--- src/design/assert_macros.svh ---
// Assertion macros shared by the ranger RTL.
// No dependencies; compiled ahead of the package and modules that assert.
`ifndef ASSERT_MACROS_SVH
`define ASSERT_MACROS_SVH
`ifndef NO_ASSERTIONS
// Clocked check, switched off while reset is held.
`define USR_ASSERT(lbl, prop, msg) \
  lbl: assert property (@(posedge clk) disable iff (!rst_n) prop) else $error(msg);
// Clocked check that also holds during reset.
`define USR_ASSERT_ALWAYS(lbl, prop, msg) \
  lbl: assert property (@(posedge clk) prop) else $error(msg);
`else
`define USR_ASSERT(lbl, prop, msg)
`define USR_ASSERT_ALWAYS(lbl, prop, msg)
`endif
`endif

--- src/design/usr_pkg.sv ---
// Types, constants and the segment decoder of the ultrasonic ranger.
// No dependencies; used by usr_out_if, usr_trig, usr_echo, usr_scan and the top level.
package usr_pkg;

  typedef logic [3:0] digit_t;

  localparam digit_t      DASH_CODE  = 4'd10;
  localparam logic [23:0] DIGIT_CAP  = 24'd1000;
  localparam logic [15:0] RST_PERIOD = 16'd800;
  localparam logic [7:0]  RST_WIDTH  = 8'd24;
  localparam logic [7:0]  RST_SCALE  = 8'd17;
  localparam logic [9:0]  RST_LIMIT  = 10'd400;
  localparam logic [7:0]  SEG_BLANK  = 8'hFF;
  localparam logic [7:0]  SEG_DP_MASK = 8'h7F;

  typedef enum logic [1:0] {
    CFG_TRIGGER_PERIOD = 2'd0,
    CFG_TRIGGER_WIDTH  = 2'd1,
    CFG_SCALE_PER_TICK = 2'd2,
    CFG_RANGE_LIMIT    = 2'd3
  } cfg_idx_t;

  typedef struct packed {
    logic [15:0] trigger_period;
    logic [7:0]  trigger_width;
    logic [7:0]  scale_per_tick;
    logic [9:0]  range_limit;
  } cfg_t;

  typedef struct packed {
    logic   valid;
    digit_t hundreds;
    digit_t tens;
    digit_t units;
  } report_t;

  typedef struct packed {
    logic [7:0] segment;
    logic [3:0] select;
  } disp_t;

  // Active low seven-segment patterns; the dash code lights segment g only.
  function automatic logic [7:0] segment_for(digit_t code);
    logic [7:0] seg;
    unique case (code)
      4'd0:    seg = 8'hC0;
      4'd1:    seg = 8'hF9;
      4'd2:    seg = 8'hA4;
      4'd3:    seg = 8'hB0;
      4'd4:    seg = 8'h99;
      4'd5:    seg = 8'h92;
      4'd6:    seg = 8'h82;
      4'd7:    seg = 8'hF8;
      4'd8:    seg = 8'h80;
      4'd9:    seg = 8'h90;
      4'd10:   seg = 8'hBF;
      default: seg = SEG_BLANK;
    endcase
    return seg;
  endfunction

endpackage

--- src/design/usr_in_if.sv ---
// Input channel of the ranger: valid/ready with the tick and echo sample.
// No dependencies.
interface usr_in_if;
  logic valid;
  logic ready;
  logic tick;
  logic echo_level;

  modport source (output valid, output tick, output echo_level, input ready);
  modport sink   (input valid, input tick, input echo_level, output ready);
endinterface

--- src/design/usr_out_if.sv ---
// Result channel of the ranger: valid/ready with trigger, display and report.
// Depends on usr_pkg for the digit type.
interface usr_out_if;
  logic              valid;
  logic              ready;
  logic              trigger_out;
  logic [7:0]        segment_out;
  logic [3:0]        digit_select;
  logic              report_valid;
  usr_pkg::digit_t   report_hundreds;
  usr_pkg::digit_t   report_tens;
  usr_pkg::digit_t   report_units;

  modport source (output valid, output trigger_out, output segment_out,
                  output digit_select, output report_valid, output report_hundreds,
                  output report_tens, output report_units, input ready);
  modport sink   (input valid, input trigger_out, input segment_out,
                  input digit_select, input report_valid, input report_hundreds,
                  input report_tens, input report_units, output ready);
endinterface

--- src/design/usr_trig.sv ---
// Tick counter, trigger period counter and trigger pulse generator.
// Depends on usr_pkg for the configuration struct.
module usr_trig (
  input  logic          clk,
  input  logic          rst_n,
  input  logic          step,
  input  logic          tick,
  input  usr_pkg::cfg_t cfg,
  output logic [15:0]   free_tick,
  output logic          trigger_out
);

  logic [15:0] free_r, free_nxt;
  logic [15:0] period_r, period_nxt;
  logic [7:0]  rem_r, rem_nxt;
  logic [15:0] period_inc;
  logic        fire;
  logic [7:0]  rem_now;

  always_comb begin
    period_inc = period_r + 16'd1;
    fire       = tick && (period_inc >= cfg.trigger_period);
    // A pulse that starts in this cycle is already high in this cycle.
    rem_now    = fire ? cfg.trigger_width : rem_r;
    free_nxt   = tick ? free_r + 16'd1 : free_r;
    period_nxt = tick ? (fire ? 16'd0 : period_inc) : period_r;
    rem_nxt    = (rem_now != 8'd0) ? rem_now - 8'd1 : 8'd0;
  end

  assign free_tick   = free_r;
  assign trigger_out = (rem_now != 8'd0);

  always_ff @(posedge clk) begin
    if (!rst_n) begin
      free_r   <= 16'd0;
      period_r <= 16'd0;
      rem_r    <= 8'd0;
    end else if (step) begin
      free_r   <= free_nxt;
      period_r <= period_nxt;
      rem_r    <= rem_nxt;
    end
  end

endmodule

--- src/design/usr_echo.sv ---
// Echo edge detector, width times scale product and decimal digit split.
// Depends on usr_pkg for the configuration and report structs.
module usr_echo (
  input  logic             clk,
  input  logic             rst_n,
  input  logic             step,
  input  logic             echo_level,
  input  logic [15:0]      free_tick,
  input  usr_pkg::cfg_t    cfg,
  output usr_pkg::report_t rpt
);

  logic            echo_prev_r;
  logic [15:0]     start_r, start_nxt;
  logic            rise, fall;
  logic [15:0]     width;
  logic [23:0]     range_cm;
  logic            over;
  logic [9:0]      range_lo;
  logic [9:0]      rem100;
  logic [6:0]      rem10;
  usr_pkg::digit_t hun, ten, uni;

  always_comb begin
    rise     = echo_level && !echo_prev_r;
    fall     = !echo_level && echo_prev_r;
    width    = free_tick - start_r;
    range_cm = {8'd0, width} * {16'd0, cfg.scale_per_tick};
    over     = (range_cm >= {14'd0, cfg.range_limit}) || (range_cm >= usr_pkg::DIGIT_CAP);
    range_lo = range_cm[9:0];

    // Digits by threshold compares; only meaningful when the value is below 1000.
    hun = 4'd0;
    for (int k = 1; k < 10; k++) begin
      if (range_lo >= 10'(k * 100)) hun = 4'(k);
    end
    rem100 = range_lo - 10'(hun) * 10'd100;
    ten = 4'd0;
    for (int k = 1; k < 10; k++) begin
      if (rem100[6:0] >= 7'(k * 10)) ten = 4'(k);
    end
    rem10 = rem100[6:0] - 7'(ten) * 7'd10;
    uni   = rem10[3:0];

    rpt.valid = fall;
    if (!fall) begin
      rpt.hundreds = 4'd0;
      rpt.tens     = 4'd0;
      rpt.units    = 4'd0;
    end else if (over) begin
      rpt.hundreds = usr_pkg::DASH_CODE;
      rpt.tens     = usr_pkg::DASH_CODE;
      rpt.units    = usr_pkg::DASH_CODE;
    end else begin
      rpt.hundreds = hun;
      rpt.tens     = ten;
      rpt.units    = uni;
    end

    priority if (rise) start_nxt = free_tick;
    else if (fall)     start_nxt = 16'd0;
    else               start_nxt = start_r;
  end

  always_ff @(posedge clk) begin
    if (!rst_n) begin
      echo_prev_r <= 1'b0;
      start_r     <= 16'd0;
    end else if (step) begin
      echo_prev_r <= echo_level;
      start_r     <= start_nxt;
    end
  end

endmodule

--- src/design/usr_scan.sv ---
// Display scan: position counter, stored digits and segment/select decode.
// Depends on usr_pkg for the report and display structs and the decoder.
module usr_scan #(
  parameter int SCAN_DIGITS = 4
) (
  input  logic             clk,
  input  logic             rst_n,
  input  logic             step,
  input  logic             tick,
  input  usr_pkg::report_t rpt,
  output usr_pkg::disp_t   disp
);

  localparam int POS_W = (SCAN_DIGITS > 1) ? $clog2(SCAN_DIGITS) : 1;

  logic [POS_W-1:0] pos_r, pos_nxt;
  usr_pkg::digit_t  shown_r [3];
  logic [3:0]       pos_ext;
  usr_pkg::digit_t  code;
  logic             last;

  always_comb begin
    pos_ext = 4'(pos_r);
    // Only the three measured digits are stored; the rest show zero.
    code = (pos_ext < 4'd3) ? shown_r[pos_ext[1:0]] : 4'd0;
    disp.segment = usr_pkg::segment_for(code);
    if (pos_ext == 4'd0) disp.segment = disp.segment & usr_pkg::SEG_DP_MASK;
    disp.select = (pos_ext < 4'd4) ? ~(4'd1 << pos_ext[1:0]) : 4'hF;
    last    = (pos_ext == 4'(SCAN_DIGITS - 1));
    pos_nxt = last ? '0 : pos_r + POS_W'(1);
  end

  always_ff @(posedge clk) begin
    if (!rst_n) begin
      pos_r      <= '0;
      shown_r[0] <= 4'd0;
      shown_r[1] <= 4'd0;
      shown_r[2] <= 4'd0;
    end else if (step) begin
      if (tick) pos_r <= pos_nxt;
      if (rpt.valid) begin
        shown_r[0] <= rpt.hundreds;
        shown_r[1] <= rpt.tens;
        shown_r[2] <= rpt.units;
      end
    end
  end

endmodule

--- src/design/ultrasonic_ranger_with_led_scan.sv ---
// Top level of the ultrasonic ranger with multiplexed LED display.
// Depends on usr_pkg, usr_in_if, usr_out_if, usr_trig, usr_echo, usr_scan.
//
//   channel  direction  handshake      payload
//   in_ch    in         valid/ready    tick, echo_level
//   out_ch   out        valid/ready    trigger, segments, select, report digits
//   cfg_*    in         cfg_we only    cfg_index, cfg_data
//
// One item enters per cycle while the output is not stalled; each item passes the input
// register and then the result register before it is offered on out_ch.
// The input-to-result path is the 16x8 product and the decimal compares. Reset is
// synchronous and restores the valid flags, sub-block state and config to reset values.
// A stalled result holds; an empty input register still takes one more item.
`include "assert_macros.svh"
module ultrasonic_ranger_with_led_scan #(
  parameter int SCAN_DIGITS = 4
) (
  input  logic        clk,
  input  logic        rst_n,
  usr_in_if.sink      in_ch,
  usr_out_if.source   out_ch,
  input  logic        cfg_we,
  input  logic [1:0]  cfg_index,
  input  logic [15:0] cfg_data
);

  usr_pkg::cfg_t    cfg_r;
  logic             in_v_r, in_v_nxt;
  logic             in_tick_r, in_echo_r;
  logic             out_v_r, out_v_nxt;
  logic             adv, in_fire;
  logic [15:0]      free_tick;
  logic             trig;
  usr_pkg::report_t rpt;
  usr_pkg::disp_t   disp;
  logic             trig_r;
  usr_pkg::report_t rpt_r;
  usr_pkg::disp_t   disp_r;

  assign adv         = in_v_r && (!out_v_r || out_ch.ready);
  assign in_ch.ready = !in_v_r || adv;
  assign in_fire     = in_ch.valid && in_ch.ready;

  always_comb begin
    in_v_nxt  = in_fire ? 1'b1 : (adv ? 1'b0 : in_v_r);
    out_v_nxt = adv ? 1'b1 : (out_ch.ready ? 1'b0 : out_v_r);
  end

  always_ff @(posedge clk) begin
    if (!rst_n) begin
      cfg_r.trigger_period <= usr_pkg::RST_PERIOD;
      cfg_r.trigger_width  <= usr_pkg::RST_WIDTH;
      cfg_r.scale_per_tick <= usr_pkg::RST_SCALE;
      cfg_r.range_limit    <= usr_pkg::RST_LIMIT;
    end else if (cfg_we) begin
      unique case (usr_pkg::cfg_idx_t'(cfg_index))
        usr_pkg::CFG_TRIGGER_PERIOD: cfg_r.trigger_period <= cfg_data;
        usr_pkg::CFG_TRIGGER_WIDTH:  cfg_r.trigger_width  <= cfg_data[7:0];
        usr_pkg::CFG_SCALE_PER_TICK: cfg_r.scale_per_tick <= cfg_data[7:0];
        usr_pkg::CFG_RANGE_LIMIT:    cfg_r.range_limit    <= cfg_data[9:0];
        default: ;
      endcase
    end
  end

  always_ff @(posedge clk) begin
    if (!rst_n) begin
      in_v_r  <= 1'b0;
      out_v_r <= 1'b0;
    end else begin
      in_v_r  <= in_v_nxt;
      out_v_r <= out_v_nxt;
    end
  end

  always_ff @(posedge clk) begin
    if (in_fire) begin
      in_tick_r <= in_ch.tick;
      in_echo_r <= in_ch.echo_level;
    end
    if (adv) begin
      trig_r <= trig;
      rpt_r  <= rpt;
      disp_r <= disp;
    end
  end

  usr_trig u_trig (
    .clk         (clk),
    .rst_n       (rst_n),
    .step        (adv),
    .tick        (in_tick_r),
    .cfg         (cfg_r),
    .free_tick   (free_tick),
    .trigger_out (trig)
  );

  usr_echo u_echo (
    .clk        (clk),
    .rst_n      (rst_n),
    .step       (adv),
    .echo_level (in_echo_r),
    .free_tick  (free_tick),
    .cfg        (cfg_r),
    .rpt        (rpt)
  );

  usr_scan #(.SCAN_DIGITS(SCAN_DIGITS)) u_scan (
    .clk   (clk),
    .rst_n (rst_n),
    .step  (adv),
    .tick  (in_tick_r),
    .rpt   (rpt),
    .disp  (disp)
  );

  assign out_ch.valid           = out_v_r;
  assign out_ch.trigger_out     = trig_r;
  assign out_ch.segment_out     = disp_r.segment;
  assign out_ch.digit_select    = disp_r.select;
  assign out_ch.report_valid    = rpt_r.valid;
  assign out_ch.report_hundreds = rpt_r.hundreds;
  assign out_ch.report_tens     = rpt_r.tens;
  assign out_ch.report_units    = rpt_r.units;

  `USR_ASSERT_ALWAYS(a_empty_after_reset, $past(!rst_n) |-> !out_v_r, "result valid after reset")
  `USR_ASSERT(a_ready_when_drained, !out_v_r |-> in_ch.ready, "input stalled with empty output")
  `USR_ASSERT(a_select_one_cold, out_v_r |-> $onehot0(~disp_r.select), "more than one digit driven")
  `USR_ASSERT(a_report_quiet, (out_v_r && !rpt_r.valid) |-> ({rpt_r.hundreds, rpt_r.tens, rpt_r.units} == 12'd0), "digits without a measurement")

endmodule
--- src/flat_wrapper.sv ---
// flat-port wrapper written by rule: the top's interface ports become plain ports
module ultrasonic_ranger_with_led_scan_flat 
#(
  parameter int SCAN_DIGITS = 4
)
  (clk, rst_n, cfg_we, cfg_index, cfg_data, in_ch_valid, in_ch_tick, in_ch_echo_level, in_ch_ready, out_ch_valid, out_ch_trigger_out, out_ch_segment_out, out_ch_digit_select, out_ch_report_valid, out_ch_report_hundreds, out_ch_report_tens, out_ch_report_units, out_ch_ready);
  usr_in_if in_ch_i ();
  usr_out_if out_ch_i ();
  input  logic clk;
  input  logic rst_n;
  input  logic cfg_we;
  input  logic [1:0] cfg_index;
  input  logic [15:0] cfg_data;
  input wire logic [$bits(in_ch_i.valid)-1:0] in_ch_valid;
  input wire logic [$bits(in_ch_i.tick)-1:0] in_ch_tick;
  input wire logic [$bits(in_ch_i.echo_level)-1:0] in_ch_echo_level;
  output wire logic [$bits(in_ch_i.ready)-1:0] in_ch_ready;
  output wire logic [$bits(out_ch_i.valid)-1:0] out_ch_valid;
  output wire logic [$bits(out_ch_i.trigger_out)-1:0] out_ch_trigger_out;
  output wire logic [$bits(out_ch_i.segment_out)-1:0] out_ch_segment_out;
  output wire logic [$bits(out_ch_i.digit_select)-1:0] out_ch_digit_select;
  output wire logic [$bits(out_ch_i.report_valid)-1:0] out_ch_report_valid;
  output wire logic [$bits(out_ch_i.report_hundreds)-1:0] out_ch_report_hundreds;
  output wire logic [$bits(out_ch_i.report_tens)-1:0] out_ch_report_tens;
  output wire logic [$bits(out_ch_i.report_units)-1:0] out_ch_report_units;
  input wire logic [$bits(out_ch_i.ready)-1:0] out_ch_ready;
  assign in_ch_i.valid = in_ch_valid;
  assign in_ch_i.tick = in_ch_tick;
  assign in_ch_i.echo_level = in_ch_echo_level;
  assign in_ch_ready = in_ch_i.ready;
  assign out_ch_valid = out_ch_i.valid;
  assign out_ch_trigger_out = out_ch_i.trigger_out;
  assign out_ch_segment_out = out_ch_i.segment_out;
  assign out_ch_digit_select = out_ch_i.digit_select;
  assign out_ch_report_valid = out_ch_i.report_valid;
  assign out_ch_report_hundreds = out_ch_i.report_hundreds;
  assign out_ch_report_tens = out_ch_i.report_tens;
  assign out_ch_report_units = out_ch_i.report_units;
  assign out_ch_i.ready = out_ch_ready;
  ultrasonic_ranger_with_led_scan #(.SCAN_DIGITS(SCAN_DIGITS)) u_core (.clk(clk), .rst_n(rst_n), .in_ch(in_ch_i), .out_ch(out_ch_i), .cfg_we(cfg_we), .cfg_index(cfg_index), .cfg_data(cfg_data));
endmodule
--- config.mk ---
export PLATFORM = sky130hd
export DESIGN_NAME = ultrasonic_ranger_with_led_scan_flat
export DESIGN_NICKNAME = d
export VERILOG_FILES = /design/src/design/usr_pkg.sv /design/src/design/usr_in_if.sv /design/src/design/usr_out_if.sv /design/src/design/usr_trig.sv /design/src/design/usr_echo.sv /design/src/design/usr_scan.sv /design/src/design/ultrasonic_ranger_with_led_scan.sv /design/src/flat_wrapper.sv
export VERILOG_INCLUDE_DIRS = /design/src /design/src/design
export SDC_FILE = /design/constraint.sdc
export NUM_CORES = 1
export LEC_CHECK = 0
export BUFFER_PORTS_ARGS = -buffer_cell sky130_fd_sc_hd__buf_2
export CAP_MARGIN = 20
export CORE_ASPECT_RATIO = 0.75
export CORE_MARGIN = 10
export CORE_UTILIZATION = 46
export DETAILED_ROUTE_END_ITERATION = 12
export PLACE_DENSITY = 0.6
export SLEW_MARGIN = 20
export SYNTH_ARGS = -nofsm -noshare
export SYNTH_HDL_FRONTEND = slang
export SYNTH_SLANG_ARGS = --single-unit
--- constraint.sdc ---
create_clock -name clk -period 13.6 [get_ports clk]
set_input_delay 1.36 -clock clk [delete_from_list [all_inputs] [get_ports clk]]
set_output_delay 1.36 -clock clk [all_outputs]
set_load 0.1 [all_outputs]
Word-level counts from Yosys, hierarchy flattened
Memories as Yosys holds them, arrays and structs flattened. A register that Yosys moved wholly into a read port is not among the register bits.
Index checks and enable logic that the tools add are counted.
{ "totals": {"out_inout_bits": 28, "mem_bits_rw": 12, "reg_bits": 124, "input_bits": 25, "rom_bits": 112, "wordCells": 129, "mem_count": 2} }
{ "mem_list": {"columns": ["name", "words", "word_bits", "rd", "rd_clocked_by_memory_dff", "wr", "line_no", "text"], "rows": [
  ["(name not given)", 16, 7, 1, 1, 0, "usr_pkg.sv:45", "unique case (code)"],
  ["u_core.u_scan.shown_r", 3, 4, 1, 1, 3, "usr_scan.sv:17", "usr_pkg::digit_t shown_r [3];"]
]} }
{ "classes": {"shift": 1, "reduce_logical": 24, "eq_ne": 4, "n_mux": 41, "n_bitwise": 4, "n_lt_le_gt_ge": 22, "mul": 3, "n_addsub": 7} }
{ "op_table": {"columns": ["operator", "count"], "rows": [
  ["4-bit two-way mux", 20],
  ["16-bit two-way mux", 3],
  ["10-bit >= comparator (second input constant)", 4],
  ["16-bit by 1-bit adder with 16-bit output (second input constant)", 2],
  ["10-bit by 9-bit >= comparator with 1-bit output (second input constant)", 3],
  ["24-bit by 10-bit >= comparator with 1-bit output", 1],
  ["24-bit by 10-bit >= comparator with 1-bit output (second input constant)", 1],
  ["16-bit by 8-bit multiplier with 24-bit output", 1],
  ["12-bit two-way mux", 2],
  ["7-bit by 6-bit >= comparator with 1-bit output (second input constant)", 3],
  ["7-bit >= comparator (second input constant)", 3],
  ["16-bit >= comparator", 1],
  ["8-bit two-way mux", 2],
  ["16-bit subtractor", 1],
  ["7-bit by 5-bit >= comparator with 1-bit output (second input constant)", 2],
  ["2-bit AND reduction", 6],
  ["1-bit two-way mux", 11],
  ["10-bit by 7-bit >= comparator with 1-bit output (second input constant)", 1],
  ["10-bit by 8-bit >= comparator with 1-bit output (second input constant)", 1],
  ["8-bit nonzero test", 1],
  ["8-bit by 1-bit subtractor with 8-bit output (second input constant)", 1],
  ["7-bit by 4-bit >= comparator with 1-bit output (second input constant)", 1],
  ["7-bit subtractor", 1],
  ["2-bit equality test (second input constant)", 3],
  ["15 further kinds", 31]
]} }

Depth between registers and ports, before layout
{ "logic_depth": {"depth_word": 29, "ltp_mapped": 45, "mapped_depth_nobuf": 44} }

By module
Synthesis repeated with hierarchy kept, for this count alone.
{ "hier_totals": {"cells_unflattened": 1550, "area_unflattened_um2": 13494.2} }
{ "by_module_without_submodules": {"columns": ["module", "n_inst", "area_each_um2", "seq_area_each_um2", "cells_per_inst"], "rows": [
  ["usr_echo", 1, 7134.3, 340.3, 916],
  ["usr_trig", 1, 2816.5, 800.8, 342],
  ["ultrasonic_ranger_with_led_scan", 1, 2561.2, 1721.7, 202],
  ["usr_scan", 1, 982.2, 440.4, 90]
]} }

Least setup slack after synthesis
No wires, ideal clock.
{ "synth_timing": {"path_kind": "register to register", "start": "reg u_core.u_trig.free_r[0] (netlist: u_core.u_trig.free_tick[0])", "end": "mem u_core.u_scan.shown_r[2][3] (netlist bit), data pin", "path_buffers": 2, "synth_period_minus_slack_ps": 9377, "setup_ps": 129, "required_ps": 13471, "setup_slack_ps": 4223, "arrival_time_ps": 9248, "stages_incl_launch_ff": 46, "cell_sequence": "dfxtp_1 inv_1 ha_1 fa_1 nor2b_1 o21ai_0 a21boi_0 o21ai_0 nand2_1 nor2_1 nor2_1 nand2_1 fa_1 inv_1 fa_1 fa_1 inv_1 fa_1 [... 10 more ...] inv_1 a21o_1 a21oi_1 xnor2_1 xnor2_1 xnor2_1 xnor2_1 buf_2 a21oi_1 o21ai_0 a221oi_1 ha_1 inv_1 fa_1 nand2b_1 or4_1 mux2i_1 or2_1"} }
{ "synth_lines": {"columns": ["element", "line_no", "text"], "rows": [
  ["from (decl)", "usr_trig.sv:13", "logic [15:0] free_r, free_nxt;"],
  ["from (signal assigned)", "usr_trig.sv:39", "free_r <= free_nxt;"],
  ["to (decl)", "usr_scan.sv:17", null]
]} }

==> flow_metrics.tcl <==
set metrics [dict create \
    ir_drop_v 0.00008561 \
    ys_seq_elements 145 \
    avgSynthCellArea_um2 8.514 \
    r2r_end "u_core.u_scan.shown_r[2][3]" \
    grt_use_total 0.1772 \
    leakagePower_nw 6.001 \
    async_reset_ff_frac 0 \
    crit_required_ps 13910 \
    finalCritPeriodShare 0.8117 \
    hpwl_mm 22.64 \
    status "finished, final reports clean" \
    start_util 0.4693 \
    synth_nets 1709 \
    pin_count 53 \
    postRouteAntennaNets 0 \
    finalNetCount 1737 \
    startpoint_type "flip-flop" \
    grt_overflow 0 \
    tritoncts "built" \
    drt_wl_total_mm 30.17 \
    die_area_um2 34730 \
    worstHoldPathCells 2 \
    hp-start "u_core.u_echo.start_r[4]" \
    portBuffers 52 \
    synth_edf_count 40 \
    wl_per_cell_um 16.02 \
    rsz0062_at_grt "no" \
    reg2regPathDepth 42 \
    area_growth_pct 9.131 \
    insertion_delay_ps 430 \
    drive_above_1_share 0.07311 \
    fin_skew_ps 11.93 \
    cellPowerDensity_nw_per_um2 91.40 \
    synth_flop_cell "dfxtp_1" \
    met2_length_mm 12.27 \
    drv_slew 0 \
    met3WireLength_mm 1.294 \
    vias 10120 \
    end_kind "flip-flop" \
    post_cts_resized 0 \
    clk_path_buf_depth 2 \
    synth_area_leaders "dfxtp_1 (17%), fa_1 (14%), ha_1 (10%)" \
    holdWs_ps 462.8 \
    synth.cell_area_um2 12700 \
    maxCapViolCount 0 \
    syn_inst 1492 \
    cts_root_buf "clkbuf_16" \
    fmax_ghz 0.09059 \
    ys_warn_count 0 \
    die_h_um 163.9 \
    hold_class "flip-flop to flip-flop" \
    core-area_um2 27070 \
    grt_max_degree 109 \
    fin_tns_setup_ps 0 \
    antenna_cells 0 \
    routed.top_layer "met4" \
    drt_iter0_drc 687 \
    yosysTopAreaCell "dfxtp_1" \
    ys_seq_area_frac 0.2600 \
    hold_buffers 0 \
    critPathKind "flip-flop to flip-flop" \
    rr_startpoint "u_core.u_trig.free_tick[0]" \
    drc 0 \
    gp_congestion 0.8346 \
    numCtsBuffers 17 \
    setup_viol_count_final 0 \
    synth.most_common_cell "nand2_1" \
    min_to "u_core.u_echo.start_r[4]" \
    cp_data_arrival_time_ps 11350 \
    grt_antenna_before_repair 0 \
    rows 52 \
    grt_pass1_vias 9664 \
    htree_num_levels 4 \
    grt_pass1_wl_mm 50.54 \
    path_clk_slew_ps 60 \
    m1WireLength_mm 16.43 \
    max_stage_delay_ps 800 \
    clkSinkCount 145 \
    detail_route.first_pass.iterations 5 \
    worst_pin_slew_ps 1068 \
    post_drt_via_cell_ratio 5.373 \
    reg2reg_slack_ps 2560 \
    worst-path-max-fanout 12 \
    die_w_um 211.9 \
    fin_crit_ps 11040 \
    ys_types 78 \
    max_slew_margin 0.2856 \
    synthTopCellsByCount "nand2_1 (214), inv_1 (173), dfxtp_1 (105), ha_1 (105), fa_1 (87)" \
    slowest_stage "a32oi_1" \
    netlist.area_leader.share 0.1655 \
    post_cts_buffers 0 \
    hold_violations 0 \
    critPathMostFrequentCell "fa_1" \
]
==> critical path, delay by kind of cell (launching register included) <==
family / cells / cell delay (ps)
adders and majority gates: 11 / 4430
AOI/OAI and AO/OA: 12 / 2980
and+or+nand+nor: 8 / 1450
xor gates and xnor gates: 4 / 1170
DFF: 1 / 380
buffers and inverters: 6 / 370
muxes: 1 / 130
==> power breakdown <==
group | leakage, nW | internal [W] | switching [W]
clock | 0.289 | 0.000285 | 0.000194
sequential | 1.23 | 0.000463 | 0.0000182
combinational | 4.48 | 0.000109 | 0.000198
total | 6.00 | 0.000858 | 0.000409
==> cell usage in the layout, fill, tap and decap left out, drive strengths merged, types with 5 or more instances in the layout <==
cell type / netlist / routed
o211ai: 13 / 13
nor3b: 10 / 10
o31ai: 5 / 5
nor2: 59 / 59
inv: 176 / 180
nor2b: 45 / 45
nor3: 30 / 30
buf: 8 / 58
or3: 8 / 8
clkbuf: 41 / 22
a211oi: 9 / 9
fa: 87 / 87
ha: 105 / 105
o2111ai: 5 / 5
nor4: 9 / 9
a21boi: 58 / 58
edfxtp: 40 / 40
nand4: 8 / 8
nand3: 48 / 48
a22oi: 7 / 7
nand2b: 13 / 13
a21o: 14 / 14
mux2i: 24 / 24
a21oi: 63 / 63
xnor2: 38 / 38
and2: 67 / 67
or4: 7 / 7
or2: 14 / 14
and3: 15 / 15
dfxtp: 105 / 105
a31oi: 6 / 6
xor2: 16 / 16
o21a: 17 / 17
o21ai: 45 / 45
nand2: 214 / 214
==> logic make-up (layout without fill, tap and decap cells) <==
family	Yosys count	count (layout)	synth area share
XOR/XNOR	54	54	0.03723
AND/OR/NAND/NOR	564	564	0.2223
adder cells (fa/ha/maj)	192	192	0.2405
flip-flops	145	145	0.2600
buffers and inverters	227	267	0.06836
AO/OA/AOI/OAI	284	284	0.1508
multiplexers	26	26	0.02069
==> registers in the layout, indices dropped and copies added, names as in the netlist, named ones only <==
name	cells
u_core.out_ch.report_units	4
u_core.u_trig.period_r	16
u_core.in_echo_r	1
u_core.out_ch.report_hundreds	4
u_core.u_echo.echo_prev_r	1
u_core.out_ch.report_valid	1
u_core.in_tick_r	1
u_core.u_echo.start_r	16
u_core.u_scan.shown_r	12
u_core.out_ch.report_tens	4
u_core.u_trig.rem_r	8
u_core.out_ch.valid	1
u_core.out_ch.digit_select	4
u_core.cfg_r	42
u_core.in_v_r	1
u_core.out_ch.trigger_out	1
u_core.out_ch.segment_out	8
u_core.u_scan.pos_r	2
u_core.u_trig.free_tick	16
==> routing by layer <==
metal,global-route usage,vias up
met5,0,-
met4,0.03326,0
met3,0.02685,16
met2,0.2498,227
met1,0.2767,4757
li1,-,5118
==> area by class of cell <==
| class | count | area (um2) |
|---|---|---|
| fill | 2560 | 13200 |
| sequential | 145 | 3303 |
| clock inverter | 9 | 91.34 |
| tap | 351 | 439.2 |
| multi-input combinational | 1120 | 8547 |
| timing repair buffer | 58 | 305.3 |
| inverter | 178 | 668.1 |
| clock buffer | 22 | 508.0 |
==> how the worst max path moves through the flow <==
stage,slack (ps),cells after the start,to,startpoint
5_1_grt,1670,42,u_core.u_scan.shown_r[2][3],u_core.u_trig.free_tick[0]
3_3_place_gp,3090,42,u_core.u_scan.shown_r[2][3],u_core.u_trig.free_tick[0]
3_5_place_dp,2770,42,u_core.u_scan.shown_r[2][3],u_core.u_trig.free_tick[0]
6_report,2560,42,u_core.u_scan.shown_r[2][3],u_core.u_trig.free_tick[0]
2_1_floorplan,4220,45,u_core.u_scan.shown_r[2][3],u_core.u_trig.free_tick[0]
4_1_cts,2660,42,u_core.u_scan.shown_r[2][3],u_core.u_trig.free_tick[0]
==> through the flow <==
stage | area (um2) | instances | util | setup slack [ps] | power (W)
floorplan | 12700 | 1492 | - | 4223 | 0.0007268
global placement | 13250 | 1852 | 0.4896 | 3091 | 0.0007908
detailed placement | 13260 | 1852 | 0.4898 | 2766 | 0.0007934
CTS | 13860 | 1883 | 0.5119 | 2664 | 0.001274
global route | 13860 | 1883 | 0.5122 | 1665 | 0.001334
finish | 13860 | 1883 | 0.5122 | 2562 | 0.001267
(Power assumes the default switching activity.)
